[src/rtl/core/irf_pkg.sv]
package irf_pkg;

	// Configuration register indexes.
	localparam logic [1:0] REG_BASE   = 2'd0;
	localparam logic [1:0] REG_WIDTH  = 2'd1;
	localparam logic [1:0] REG_SIGNED = 2'd2;

	// Radix codes held in the base register.
	localparam logic [1:0] BASE_BIN = 2'd0;
	localparam logic [1:0] BASE_DEC = 2'd1;
	localparam logic [1:0] BASE_HEX = 2'd2;

	localparam int unsigned VALUE_W  = 32;
	localparam int unsigned BCD_DIGS = 10;

	// ASCII codes used by the formatter.
	localparam logic [7:0] CHAR_ZERO  = 8'h30;
	localparam logic [7:0] CHAR_UPPER_A = 8'h41;
	localparam logic [7:0] CHAR_MINUS = 8'h2D;
	localparam logic [7:0] CHAR_LOW_B = 8'h62;
	localparam logic [7:0] CHAR_LOW_X = 8'h78;

	// What the datapath puts on the output in a given cycle.
	localparam logic [2:0] EMIT_ZERO  = 3'd0;
	localparam logic [2:0] EMIT_B     = 3'd1;
	localparam logic [2:0] EMIT_X     = 3'd2;
	localparam logic [2:0] EMIT_MINUS = 3'd3;
	localparam logic [2:0] EMIT_BIN   = 3'd4;
	localparam logic [2:0] EMIT_HEX   = 3'd5;
	localparam logic [2:0] EMIT_DEC   = 3'd6;

	typedef struct packed {
		logic       load;
		logic       step;
		logic       emit;
		logic [2:0] kind;
		logic       last;
		logic [4:0] idx;
	} cmd_t;

	typedef struct packed {
		logic       neg;
		logic [3:0] lead_idx;
	} stat_t;

	// Width register as used: zero counts as one, anything above 32 as 32.
	function automatic logic [5:0] eff_width(input logic [5:0] w);
		logic [5:0] r;
		if (w == 6'd0) begin
			r = 6'd1;
		end else if (w > 6'd32) begin
			r = 6'd32;
		end else begin
			r = w;
		end
		return r;
	endfunction

	function automatic logic [7:0] hex_char(input logic [3:0] d);
		logic [7:0] r;
		if (d < 4'd10) begin
			r = CHAR_ZERO + {4'b0000, d};
		end else begin
			r = CHAR_UPPER_A + {4'b0000, d} - 8'd10;
		end
		return r;
	endfunction

endpackage

[src/rtl/core/irf_ctrl.sv]
module irf_ctrl (
	input  logic             clk,
	input  logic             arst_n,
	input  logic             start,
	input  logic [1:0]       base,
	input  logic [5:0]       width,
	input  irf_pkg::stat_t   stat,
	output irf_pkg::cmd_t    cmd,
	output logic             busy
);
	import irf_pkg::*;

	localparam logic [2:0] S_IDLE = 3'd0;
	localparam logic [2:0] S_CONV = 3'd1;
	localparam logic [2:0] S_LEAD = 3'd2;
	localparam logic [2:0] S_PFX0 = 3'd3;
	localparam logic [2:0] S_PFX1 = 3'd4;
	localparam logic [2:0] S_BODY = 3'd5;

	logic [2:0] state_q, state_d;
	logic [4:0] cnt_q, cnt_d;
	logic [5:0] wm1;

	assign busy = (state_q != S_IDLE);
	assign wm1  = width - 6'd1;

	always_comb begin
		state_d  = state_q;
		cnt_d    = cnt_q;
		cmd      = '0;
		cmd.idx  = cnt_q;
		case (state_q)
			S_IDLE: begin
				if (start) begin
					cmd.load = 1'b1;
					case (base)
						BASE_BIN, BASE_HEX: state_d = S_PFX0;
						BASE_DEC: begin
							state_d = S_CONV;
							cnt_d   = 5'd31;
						end
						default: state_d = S_IDLE;
					endcase
				end
			end
			S_CONV: begin
				cmd.step = 1'b1;
				cnt_d    = cnt_q - 5'd1;
				if (cnt_q == 5'd0) begin
					state_d = S_LEAD;
				end
			end
			S_LEAD: begin
				cmd.emit = stat.neg;
				cmd.kind = EMIT_MINUS;
				cnt_d    = {1'b0, stat.lead_idx};
				state_d  = S_BODY;
			end
			S_PFX0: begin
				cmd.emit = 1'b1;
				cmd.kind = EMIT_ZERO;
				state_d  = S_PFX1;
			end
			S_PFX1: begin
				cmd.emit = 1'b1;
				if (base == BASE_BIN) begin
					cmd.kind = EMIT_B;
					cnt_d    = wm1[4:0];
				end else begin
					cmd.kind = EMIT_X;
					cnt_d    = {2'b00, wm1[4:2]};
				end
				state_d = S_BODY;
			end
			S_BODY: begin
				cmd.emit = 1'b1;
				case (base)
					BASE_BIN: cmd.kind = EMIT_BIN;
					BASE_HEX: cmd.kind = EMIT_HEX;
					default:  cmd.kind = EMIT_DEC;
				endcase
				cmd.last = (cnt_q == 5'd0);
				cnt_d    = cnt_q - 5'd1;
				if (cnt_q == 5'd0) begin
					state_d = S_IDLE;
				end
			end
			default: state_d = S_IDLE;
		endcase
	end

	always_ff @(posedge clk or negedge arst_n) begin
		if (!arst_n) begin
			state_q <= S_IDLE;
			cnt_q   <= '0;
		end else begin
			state_q <= state_d;
			cnt_q   <= cnt_d;
		end
	end

	a_conv_ends: assert property (@(posedge clk) disable iff (!arst_n)
		(state_q == S_CONV && cnt_q == 5'd0) |=> state_q == S_LEAD)
		else $error("conversion loop did not hand over to the lead state");

	a_last_idles: assert property (@(posedge clk) disable iff (!arst_n)
		(cmd.emit && cmd.last) |=> state_q == S_IDLE)
		else $error("controller still busy after the final character");

	a_load_idle: assert property (@(posedge clk) disable iff (!arst_n)
		cmd.load |-> (state_q == S_IDLE && !cmd.emit))
		else $error("load issued outside idle");

endmodule

[src/rtl/core/irf_dp.sv]
module irf_dp (
	input  logic             clk,
	input  logic             arst_n,
	input  logic [31:0]      value,
	input  logic [1:0]       base,
	input  logic [5:0]       width,
	input  logic             signed_mode,
	input  irf_pkg::cmd_t    cmd,
	output irf_pkg::stat_t   stat,
	output logic [7:0]       char_code,
	output logic             last_char,
	output logic             char_valid
);
	import irf_pkg::*;

	localparam int unsigned BCD_W = 4 * BCD_DIGS;

	logic [VALUE_W-1:0] val_q;
	logic [VALUE_W-1:0] sh_q;
	logic [BCD_W-1:0]   bcd_q;
	logic               neg_q;
	logic [7:0]         char_q;
	logic               last_q;
	logic               valid_q;

	logic [VALUE_W-1:0] mask;
	logic [VALUE_W-1:0] masked;
	logic [5:0]         shamt;
	logic [5:0]         wm1;
	logic               top_bit;
	logic               neg_d;
	logic [BCD_W-1:0]   bcd_adj;
	logic [3:0]         hex_dig;
	logic [3:0]         dec_dig;
	logic [7:0]         char_d;

	function automatic logic bcd_ok(input logic [BCD_W-1:0] b);
		logic ok;
		ok = 1'b1;
		for (int i = 0; i < BCD_DIGS; i++) begin
			if (b[4*i +: 4] > 4'd9) begin
				ok = 1'b0;
			end
		end
		return ok;
	endfunction

	assign shamt   = 6'd32 - width;
	assign mask    = {VALUE_W{1'b1}} >> shamt;
	assign masked  = value & mask;
	assign wm1     = width - 6'd1;
	assign top_bit = masked[wm1[4:0]];
	assign neg_d   = signed_mode && (base == BASE_DEC) && top_bit;

	// Add-three correction on every BCD digit ahead of the shift.
	always_comb begin
		for (int i = 0; i < BCD_DIGS; i++) begin
			if (bcd_q[4*i +: 4] >= 4'd5) begin
				bcd_adj[4*i +: 4] = bcd_q[4*i +: 4] + 4'd3;
			end else begin
				bcd_adj[4*i +: 4] = bcd_q[4*i +: 4];
			end
		end
	end

	// Highest nonzero decimal digit; zero itself prints as one digit.
	always_comb begin
		stat.neg      = neg_q;
		stat.lead_idx = '0;
		for (int i = 0; i < BCD_DIGS; i++) begin
			if (bcd_q[4*i +: 4] != 4'd0) begin
				stat.lead_idx = 4'(i);
			end
		end
	end

	assign hex_dig = val_q[{cmd.idx[2:0], 2'b00} +: 4];
	assign dec_dig = bcd_q[{cmd.idx[3:0], 2'b00} +: 4];

	always_comb begin
		case (cmd.kind)
			EMIT_ZERO:  char_d = CHAR_ZERO;
			EMIT_B:     char_d = CHAR_LOW_B;
			EMIT_X:     char_d = CHAR_LOW_X;
			EMIT_MINUS: char_d = CHAR_MINUS;
			EMIT_BIN:   char_d = CHAR_ZERO + {7'd0, val_q[cmd.idx]};
			EMIT_HEX:   char_d = hex_char(hex_dig);
			EMIT_DEC:   char_d = CHAR_ZERO + {4'd0, dec_dig};
			default:    char_d = CHAR_ZERO;
		endcase
	end

	always_ff @(posedge clk) begin
		if (cmd.load) begin
			val_q <= masked;
			neg_q <= neg_d;
			sh_q  <= neg_d ? ((~masked + 32'd1) & mask) : masked;
			bcd_q <= '0;
		end else if (cmd.step) begin
			sh_q  <= {sh_q[VALUE_W-2:0], 1'b0};
			bcd_q <= {bcd_adj[BCD_W-2:0], sh_q[VALUE_W-1]};
		end
		char_q <= char_d;
		last_q <= cmd.last;
	end

	always_ff @(posedge clk or negedge arst_n) begin
		if (!arst_n) begin
			valid_q <= 1'b0;
		end else begin
			valid_q <= cmd.emit;
		end
	end

	assign char_code  = char_q;
	assign last_char  = last_q;
	assign char_valid = valid_q;

	a_strobe_cmd: assert property (@(posedge clk) disable iff (!arst_n)
		cmd.emit |=> valid_q)
		else $error("emit command did not raise the strobe");

	a_shift: assert property (@(posedge clk) disable iff (!arst_n)
		cmd.step |=> sh_q == {$past(sh_q[VALUE_W-2:0]), 1'b0})
		else $error("magnitude register did not shift on a conversion step");

	a_bcd_range: assert property (@(posedge clk) disable iff (!arst_n)
		cmd.step |=> bcd_ok(bcd_q))
		else $error("BCD digit out of range after a conversion step");

endmodule

[src/rtl/core/integer_radix_formatter_top.sv]
// Integer radix formatter. A 32-bit value is transferred in at a rising clock edge with start
// high and busy low, and its ASCII text comes out one character per cycle, most significant
// first, on char_code with char_valid high for exactly one cycle; last_char marks the final
// character. There is no back-pressure on the result side: the receiver must take every
// character in the cycle it appears. One item is worked on at a time. Binary output of a
// w-bit value gives two prefix characters and then w bits, after which the controller returns
// to idle for the next transfer. Hexadecimal gives the prefix and ceil(w/4) digits. Decimal
// first runs the binary-to-BCD shift loop, which always runs 32 steps, then a lead step that
// emits a minus sign if the value is negative, then the digits. With base code 3 a start is
// taken and nothing is emitted. The configuration registers may only be written while busy is
// low and the previous text has been fully delivered.
module integer_radix_formatter_top (
	input  logic        clk,
	input  logic        arst_n,
	input  logic        start,
	output logic        busy,
	input  logic [31:0] value,
	output logic [7:0]  char_code,
	output logic        last_char,
	output logic        char_valid,
	input  logic        wr_en,
	input  logic [1:0]  wr_index,
	input  logic [5:0]  wr_data
);
	import irf_pkg::*;

	logic [1:0] base_q;
	logic [5:0] width_q;
	logic       signed_q;
	logic [5:0] width_eff;
	logic       start_ok;
	cmd_t       cmd;
	stat_t      stat;

	// Configuration registers. An index beyond the list is simply ignored.
	always_ff @(posedge clk or negedge arst_n) begin
		if (!arst_n) begin
			base_q   <= BASE_DEC;
			width_q  <= 6'd32;
			signed_q <= 1'b0;
		end else if (wr_en) begin
			case (wr_index)
				REG_BASE:   base_q   <= wr_data[1:0];
				REG_WIDTH:  width_q  <= wr_data;
				REG_SIGNED: signed_q <= wr_data[0];
				default: begin
				end
			endcase
		end
	end

	// The stored width is clamped into 1..32 before anything uses it.
	assign width_eff = eff_width(width_q);

	// The controller sees start only when a transfer actually happens.
	assign start_ok = start && !busy;

	irf_ctrl u_ctrl (
		.clk    (clk),
		.arst_n (arst_n),
		.start  (start_ok),
		.base   (base_q),
		.width  (width_eff),
		.stat   (stat),
		.cmd    (cmd),
		.busy   (busy)
	);

	irf_dp u_dp (
		.clk         (clk),
		.arst_n      (arst_n),
		.value       (value),
		.base        (base_q),
		.width       (width_eff),
		.signed_mode (signed_q),
		.cmd         (cmd),
		.stat        (stat),
		.char_code   (char_code),
		.last_char   (last_char),
		.char_valid  (char_valid)
	);

endmodule
[config.mk]
export PLATFORM = sky130hd
export DESIGN_NAME = integer_radix_formatter_top
export DESIGN_NICKNAME = d
export VERILOG_FILES = /design/src/rtl/core/irf_pkg.sv /design/src/rtl/core/irf_ctrl.sv /design/src/rtl/core/irf_dp.sv /design/src/rtl/core/integer_radix_formatter_top.sv
export SDC_FILE = /design/constraint.sdc
export NUM_CORES = 1
export LEC_CHECK = 0
export BUFFER_PORTS_ARGS = -buffer_cell sky130_fd_sc_hd__buf_2
export CAP_MARGIN = 10
export CELL_PAD_IN_SITES_DETAIL_PLACEMENT = 0
export CELL_PAD_IN_SITES_GLOBAL_PLACEMENT = 2
export CORE_UTILIZATION = 40
export CTS_BUF_LIST = sky130_fd_sc_hd__clkbuf_2 sky130_fd_sc_hd__clkbuf_4 sky130_fd_sc_hd__clkbuf_8
export CTS_CLUSTER_DIAMETER = 150
export DETAILED_ROUTE_END_ITERATION = 8
export MAX_ROUTING_LAYER = met4
export PLACE_DENSITY_LB_ADDON = 0.3
export SLEW_MARGIN = 30
export SYNTH_ARGS = -nofsm -noshare
export SYNTH_HDL_FRONTEND = slang
export SYNTH_HIERARCHICAL = 1
export SYNTH_SLANG_ARGS = --single-unit
[constraint.sdc]
create_clock -name clk -period 6.5 [get_ports clk]
set_clock_uncertainty 0.05 [all_clocks]
set_input_delay 0.975 -clock clk [delete_from_list [all_inputs] [get_ports clk]]
set_output_delay 0.975 -clock clk [all_outputs]
set_load 0.05 [all_outputs]
After elaboration in Yosys (flattened, before gate mapping)
Index checks and enable logic that the tools add are counted.
Storage, ports and cells
  logic and storage cells: 144
  bits of input ports: 44
  register bits after elaboration: 132
Operators by class
  reduce and logical (&&, ||, !) cells: 29
  add/sub/neg operators: 19
  shifts and indexed selects: 3
  order comparisons: 14
  equality and inequality tests: 19
  muxes and demuxes: 45
  bitwise operators: 3
Operators by type and width (count)
  32-bit 2-to-1 mux: 3
  32-bit bitwise AND: 2
  8-bit case mux with 6 select lines: 1
  4-bit 2-to-1 mux: 11
  4-bit by 3-bit greater-or-equal comparator with 1-bit output, second input constant: 10
  4-bit nonzero test: 10
  40-bit by 7-bit variable part select with 4-bit output: 1
  4-bit by 2-bit adder with 4-bit output, second input constant: 9
  32-bit by 1-bit adder with 32-bit output, second input constant: 1
  32-bit NOT: 1
  32-bit by 6-bit variable part select with 4-bit output: 1
  32-bit by 6-bit right shift with 32-bit output, first input constant: 1
  3-bit 2-to-1 mux: 8
  5-bit case mux with 4 select lines: 1
  4-bit case mux with 4 select lines: 1
  3-bit equality test, second input constant: 5
  5-bit 2-to-1 mux: 3
  3-bit case mux with 5 select lines: 1
  6-bit by 4-bit adder with 7-bit output, first input constant: 2
  3-bit by 2-bit equality test with 1-bit output, second input constant: 4
  5-bit by 6-bit less-than comparator with 1-bit output, second input constant: 2
  6-bit 2-to-1 mux: 2
  1-bit binary-select mux with 5-bit select: 2
  5-bit by 1-bit subtractor with 5-bit output, second input constant: 2
  other kinds (27): 48

Longest topological paths before layout
  word-level depth: 11
  depth in mapped cells: 20
  gate-level depth less buffers: 16

By module
Netlist, hierarchy kept.
By module, submodules not included
  irf_dp: seq. area each 2937.8 um^2, instances 1, cells each 874, area each 8029.0 um^2
  irf_ctrl: seq. area each 200.2 um^2, instances 1, cells each 86, area each 696.9 um^2
  integer_radix_formatter_top: seq. area each 227.7 um^2, instances 1, cells each 30, area each 420.4 um^2

Worst setup path after synthesis
Ideal clock, no wire load.
  path kind: flip-flop to flip-flop
  from: register width_q[1]
  to: register u_dp.sh_q[31] (data pin)
  slack: 1510 ps
  setup time: 257 ps
  arrival: 4683 ps
  required time: 6193 ps
  path buffers: 3
  cell stages (with the launch flop): 17
  path through: dfrtp_1 or4_1 a21oi_1 buf_2 clkbuf_1 inv_1 ha_1 or2_2 a211oi_1 nor2_1 o211a_2 or4_1 buf_2 nor4b_4 a31oi_1 xor2_1 a32o_1
On the way
  cells in the longest elaborated chain, start to end: 11
  elaborated cells on any way between the ends: 16
  those cells by class: 3 x add/sub; 1 x order compare; 1 x shift; 6 x mux; 3 x bitwise; 2 x reduce/logical
RTL lines
  from (decl): RTL line integer_radix_formatter_top.sv:28  | logic [5:0] width_q;
  from (signal assigned): RTL line integer_radix_formatter_top.sv:44  | REG_WIDTH: width_q <= wr_data;
  6-bit greater-than comparator: RTL line irf_pkg.sv:51  | end else if (w > 6'd32) begin
  6-bit 2-to-1 mux: RTL line irf_pkg.sv:51
  6-bit 2-to-1 mux (*): RTL line irf_pkg.sv:49  | if (w == 6'd0) begin
  net width_eff[0]: RTL line integer_radix_formatter_top.sv:30  | logic [5:0] width_eff;
  6-bit subtractor (*): RTL line irf_dp.sv:48  | assign shamt = 6'd32 - width;
  32-bit by 6-bit right shift with 32-bit output (*): RTL line irf_dp.sv:49  | assign mask = {VALUE_W{1'b1}} >> shamt;
  32-bit bitwise AND (*): RTL line irf_dp.sv:50  | assign masked = value & mask;
  net u_dp.masked[4]: RTL line irf_dp.sv:27  | logic [VALUE_W-1:0] masked;
  32-bit NOT or 1-bit binary-select mux with 5-bit select (tied branches): RTL line irf_dp.sv:97, irf_dp.sv:52
  32-bit by 1-bit adder with 32-bit output or 1-bit 2-to-1 mux (tied branches): RTL line irf_dp.sv:97, irf_dp.sv:52
  32-bit bitwise AND or 1-bit logical AND (tied branches): RTL line irf_dp.sv:97, irf_dp.sv:53
  32-bit 2-to-1 mux (*): RTL line irf_dp.sv:97  | sh_q <= neg_d ? ((~masked + 32'd1) & mask) : masked;
  32-bit 2-to-1 mux (*): RTL line irf_dp.sv:94  | if (cmd.load) begin
  to (signal assigned): RTL line irf_dp.sv:97
  to (signal assigned): RTL line irf_dp.sv:100  | sh_q <= {sh_q[VALUE_W-2:0], 1'b0};
  to (decl): RTL line irf_dp.sv:19  | logic [VALUE_W-1:0] sh_q;
Mark *: on every way through the listed nets, which the timed path passes. The rest lies on a longest branch. The select of a mux whose other input is x is not followed.
A chain may end at the register's enable or synchronous reset.

Worst setup path in the final report
  from: register width_q[1]
  to: register u_dp.sh_q[3] (data pin)
On the way
  cells in the longest elaborated chain, start to end: 11
  elaborated cells on any way between the ends: 16
  those cells by class: 3 x add/sub; 1 x order compare; 1 x shift; 6 x mux; 3 x bitwise; 2 x reduce/logical
RTL lines (RTL line)
  6-bit greater-than comparator: irf_pkg.sv:51
  6-bit 2-to-1 mux: irf_pkg.sv:51
  6-bit 2-to-1 mux (*): irf_pkg.sv:49
  net width_eff[0]: integer_radix_formatter_top.sv:30
  6-bit subtractor: irf_dp.sv:48
  32-bit by 6-bit right shift with 32-bit output: irf_dp.sv:49
  32-bit bitwise AND: irf_dp.sv:50
  32-bit NOT or 1-bit binary-select mux with 5-bit select (tied branches): irf_dp.sv:97, irf_dp.sv:52
  32-bit by 1-bit adder with 32-bit output or 1-bit 2-to-1 mux (tied branches): irf_dp.sv:97, irf_dp.sv:52
  32-bit bitwise AND or 1-bit logical AND (tied branches): irf_dp.sv:97, irf_dp.sv:53
  32-bit 2-to-1 mux (*): irf_dp.sv:97
  32-bit 2-to-1 mux (*): irf_dp.sv:94
Marks and branches as above.

==> summary.md <==
| Metric | Value |
|---|---|
| Placed Cells incl. Taps | 1283 |
| Antenna violations before repair | 0 |
| Area of the mapped netlist | 0.00915 mm2 |
| Die H | 153 um |
| Vias in the first global route | 7316 |
| Fin area | 0.0100 mm2 |
| Number of nets in the layout | 1096 |
| Clock Tree Root | clkbuf_8 |
| WHS | 0.408 ns |
| Fmax achieved | 0.182 GHz |
| PwrDens | 476 mW/mm2 |
| Cts hold-fix bufs | 0 |
| Flops & latches, synth | 131 |
| Total number of vias | 7812 |
| Max Root-Sink Buffers | 2 |
| Post-synthesis sequential area ratio | 0.368 |
| Min-Delay Path Class | in -> async |
| Number of flops mapped to enable cells by yosys | 65 |
| Skew-Pair Late Insertion Delay | 0.45 ns |
| Relative slew slack | 0.397 |
| Port bufs | 53 |
| Total grt overflow | 0 |
| Final Power | 4.78 mW |
| Routed Antenna Nets | 0 |
| DP Area | 0.00963 mm2 |
| Ranking of synthesized cells by area | edfxtp_1 (21%), dfxtp_1 (11%), mux4_2 (6.4%) |
| GRT Overall Usage | 0.245 |
| Die area | 0.0235 mm2 |
| Crit Path Category | reg -> reg |
| Core area | 0.0221 mm2 |
| Top cell type's share of synthesized area | 0.213 |
| Worst Setup Start Kind | flop |
| Htree depth | 4 |
| Setup Fix Bufs, Post-CTS | 0 |
| Final std cells w/o fill | 1315 |
| CTS tree | yes |
| Clock transition at the registers of the reported paths | 0.08 ns |
| Final hold viol count | 0 |
| Avg Cell Area, Syn | 9.24 um2 |
| Post-Route Utilization | 0.455 |
| Peak VDD IR | 0.174 mV |
| Async set-or-reset flop fraction in the synthesized netlist | 0.137 |
| CP Capture Type | flop |
| Initial Utilization | 0.414 |
| Worst Path Max Fanout | 20 |
| Largest net degree at the start of global routing | 77 |
| Max Slew Vio Count | 0 |
| Final Critical Period | 5.49 ns |
| # resized after CTS | 0 |
| Count leader, synth | nor2_1 |
| Clock Sinks | 131 |
| Critical path required time | 6.66 ns |
| Final GP Congestion | 0.939 |
| DRT Pass-1 Iters | 6 |
| Synth area leader | edfxtp_1 |
| Wire per inst | 20.7 um |
| Worst EP arrival | 5.65 ns |
| Vias per cell | 5.94 |
| First-pass GRT wire length | 42900 um |
| Library cells used by synthesis | 89 |
| TNS Setup | 0 ns |
| Max-Cap Viols | 0 |
| Final worst path period share | 0.844 |
| DRT Wirelength | 27200 um |
| Iteration-0 DRC Markers | 908 |
| RSZ-0062 raised after global routing | false |
| Status | completed |
| Place WS | 1.15 ns |
| DRC Markers | 0 |
| Layout cell share with drive strength beyond 1 | 0.155 |
| Synth-to-layout area growth | 9.81% |
| Total CTS buffers | 17 |
| Top FF cell, synth | edfxtp_1 |
| N_diodes | 0 |
| Slew @ Worst Pin | 0.897 ns |
| Final setup viols | 0 |
| Lkg Pwr | 3.92 nW |
| Cells after Synth | 990 |
| Top Ports | 55 |
| Top post-synthesis cells by count | nor2_1 (104), nand2_1 (76), a21oi_1 (74) |
| Die width | 153 um |
| Detailed Place HPWL | 19900 um |
| Rows | 54 |
| Setup WS post-layout | 1.01 ns |
| Post-synthesis net count | 1064 |
| Synth Warn # | 6 |
==> routing by layer <==
metal	vias to the layer above	GRT usage	wire (um)
met1	3749	0.345	12900
li1	3704	-	-
met4	0	0.0779	677
met2	310	0.356	12000
met3	49	0.0434	1630
met5	-	-	0
==> cells in the final DEF, fill, tap and decap left out, types with 21 or more instances in the layout <==
master	n
nor2_1	104
nand2_1	76
a21oi_1	73
edfxtp_1	65
o21ai_0	57
buf_2	53
inv_1	51
dfxtp_1	48
xnor2_1	36
ha_1	30
nor3_1	26
xor2_1	26
mux4_2	26
mux2i_1	23
nand2b_1	21
nand3_1	21
==> layout make-up <==
type	instances	area [um2]
inverters	53	199
repair buffers	70	397
multi-input cells	749	5320
flip-flops and latches	131	3370
well taps	280	350
clock buffers	19	255
fillers	2163	12100
clock inverters	13	159
==> logic make-up (layout without fill, tap and decap cells) <==
family          after synthesis  after routing  share of synthesized area
flops                       131            131                      0.368
fa+ha+maj                    30             30                     0.0410
buf+inv                     110            155                     0.0521
compound gates              259            259                      0.188
mux                          59             59                      0.102
simple gates                337            337                      0.187
other cells                   1              1                   0.000410
xor+xnor                     63             63                     0.0611
==> state kept, by name, summed over array words and instances (netlist names) <==
register / flops
u_dp/bcd_q: 40
u_dp/sh_q: 32
u_dp/val_q: 32
u_dp/char_code: 7
width_q: 6
u_ctrl/cnt_q: 5
u_ctrl/state_q: 3
base_q: 2
signed_q: 1
u_dp/char_valid: 1
u_dp/last_char: 1
u_dp/neg_q: 1
==> final timing paths <==
kind / from / endpoint / slack, ns / cells after the start
min reg2reg: signed_q / signed_q / 0.44 / 1
min in group clk: signed_q / signed_q / 0.44 / 1
max reg2reg: width_q[1] / u_dp/sh_q[3] / 1.01 / 17
max: width_q[1] / u_dp/sh_q[3] / 1.01 / 17
max in group asynchronous: arst_n / u_ctrl/cnt_q[0] / 5.65 / 1
min: arst_n / width_q[2] / 0.41 / 1
==> critical path, cell delays in order (launching register included) <==
cell	delay, ns
dfrtp_1	0.38
or4_1	0.54
a21oi_2	0.17
inv_1	0.16
ha_1	0.28
inv_1	0.09
ha_1	0.31
buf_4	0.27
nand2b_1	0.27
o31ai_1	0.16
nor3b_1	0.18
or4_1	0.46
or4_1	0.55
o41a_1	0.41
inv_2	0.39
o21ai_0	0.18
xnor2_1	0.15
a32o_1	0.25
==> power breakdown <==
| group | internal [mW] | switching (mW) | leakage, nW |
|---|---|---|---|
| Clock | 0.393 | 0.344 | 0.202 |
| Sequential | 1.22 | 0.315 | 1.23 |
| Combinational | 1.04 | 1.47 | 2.48 |
(Power assumes the default switching activity.)
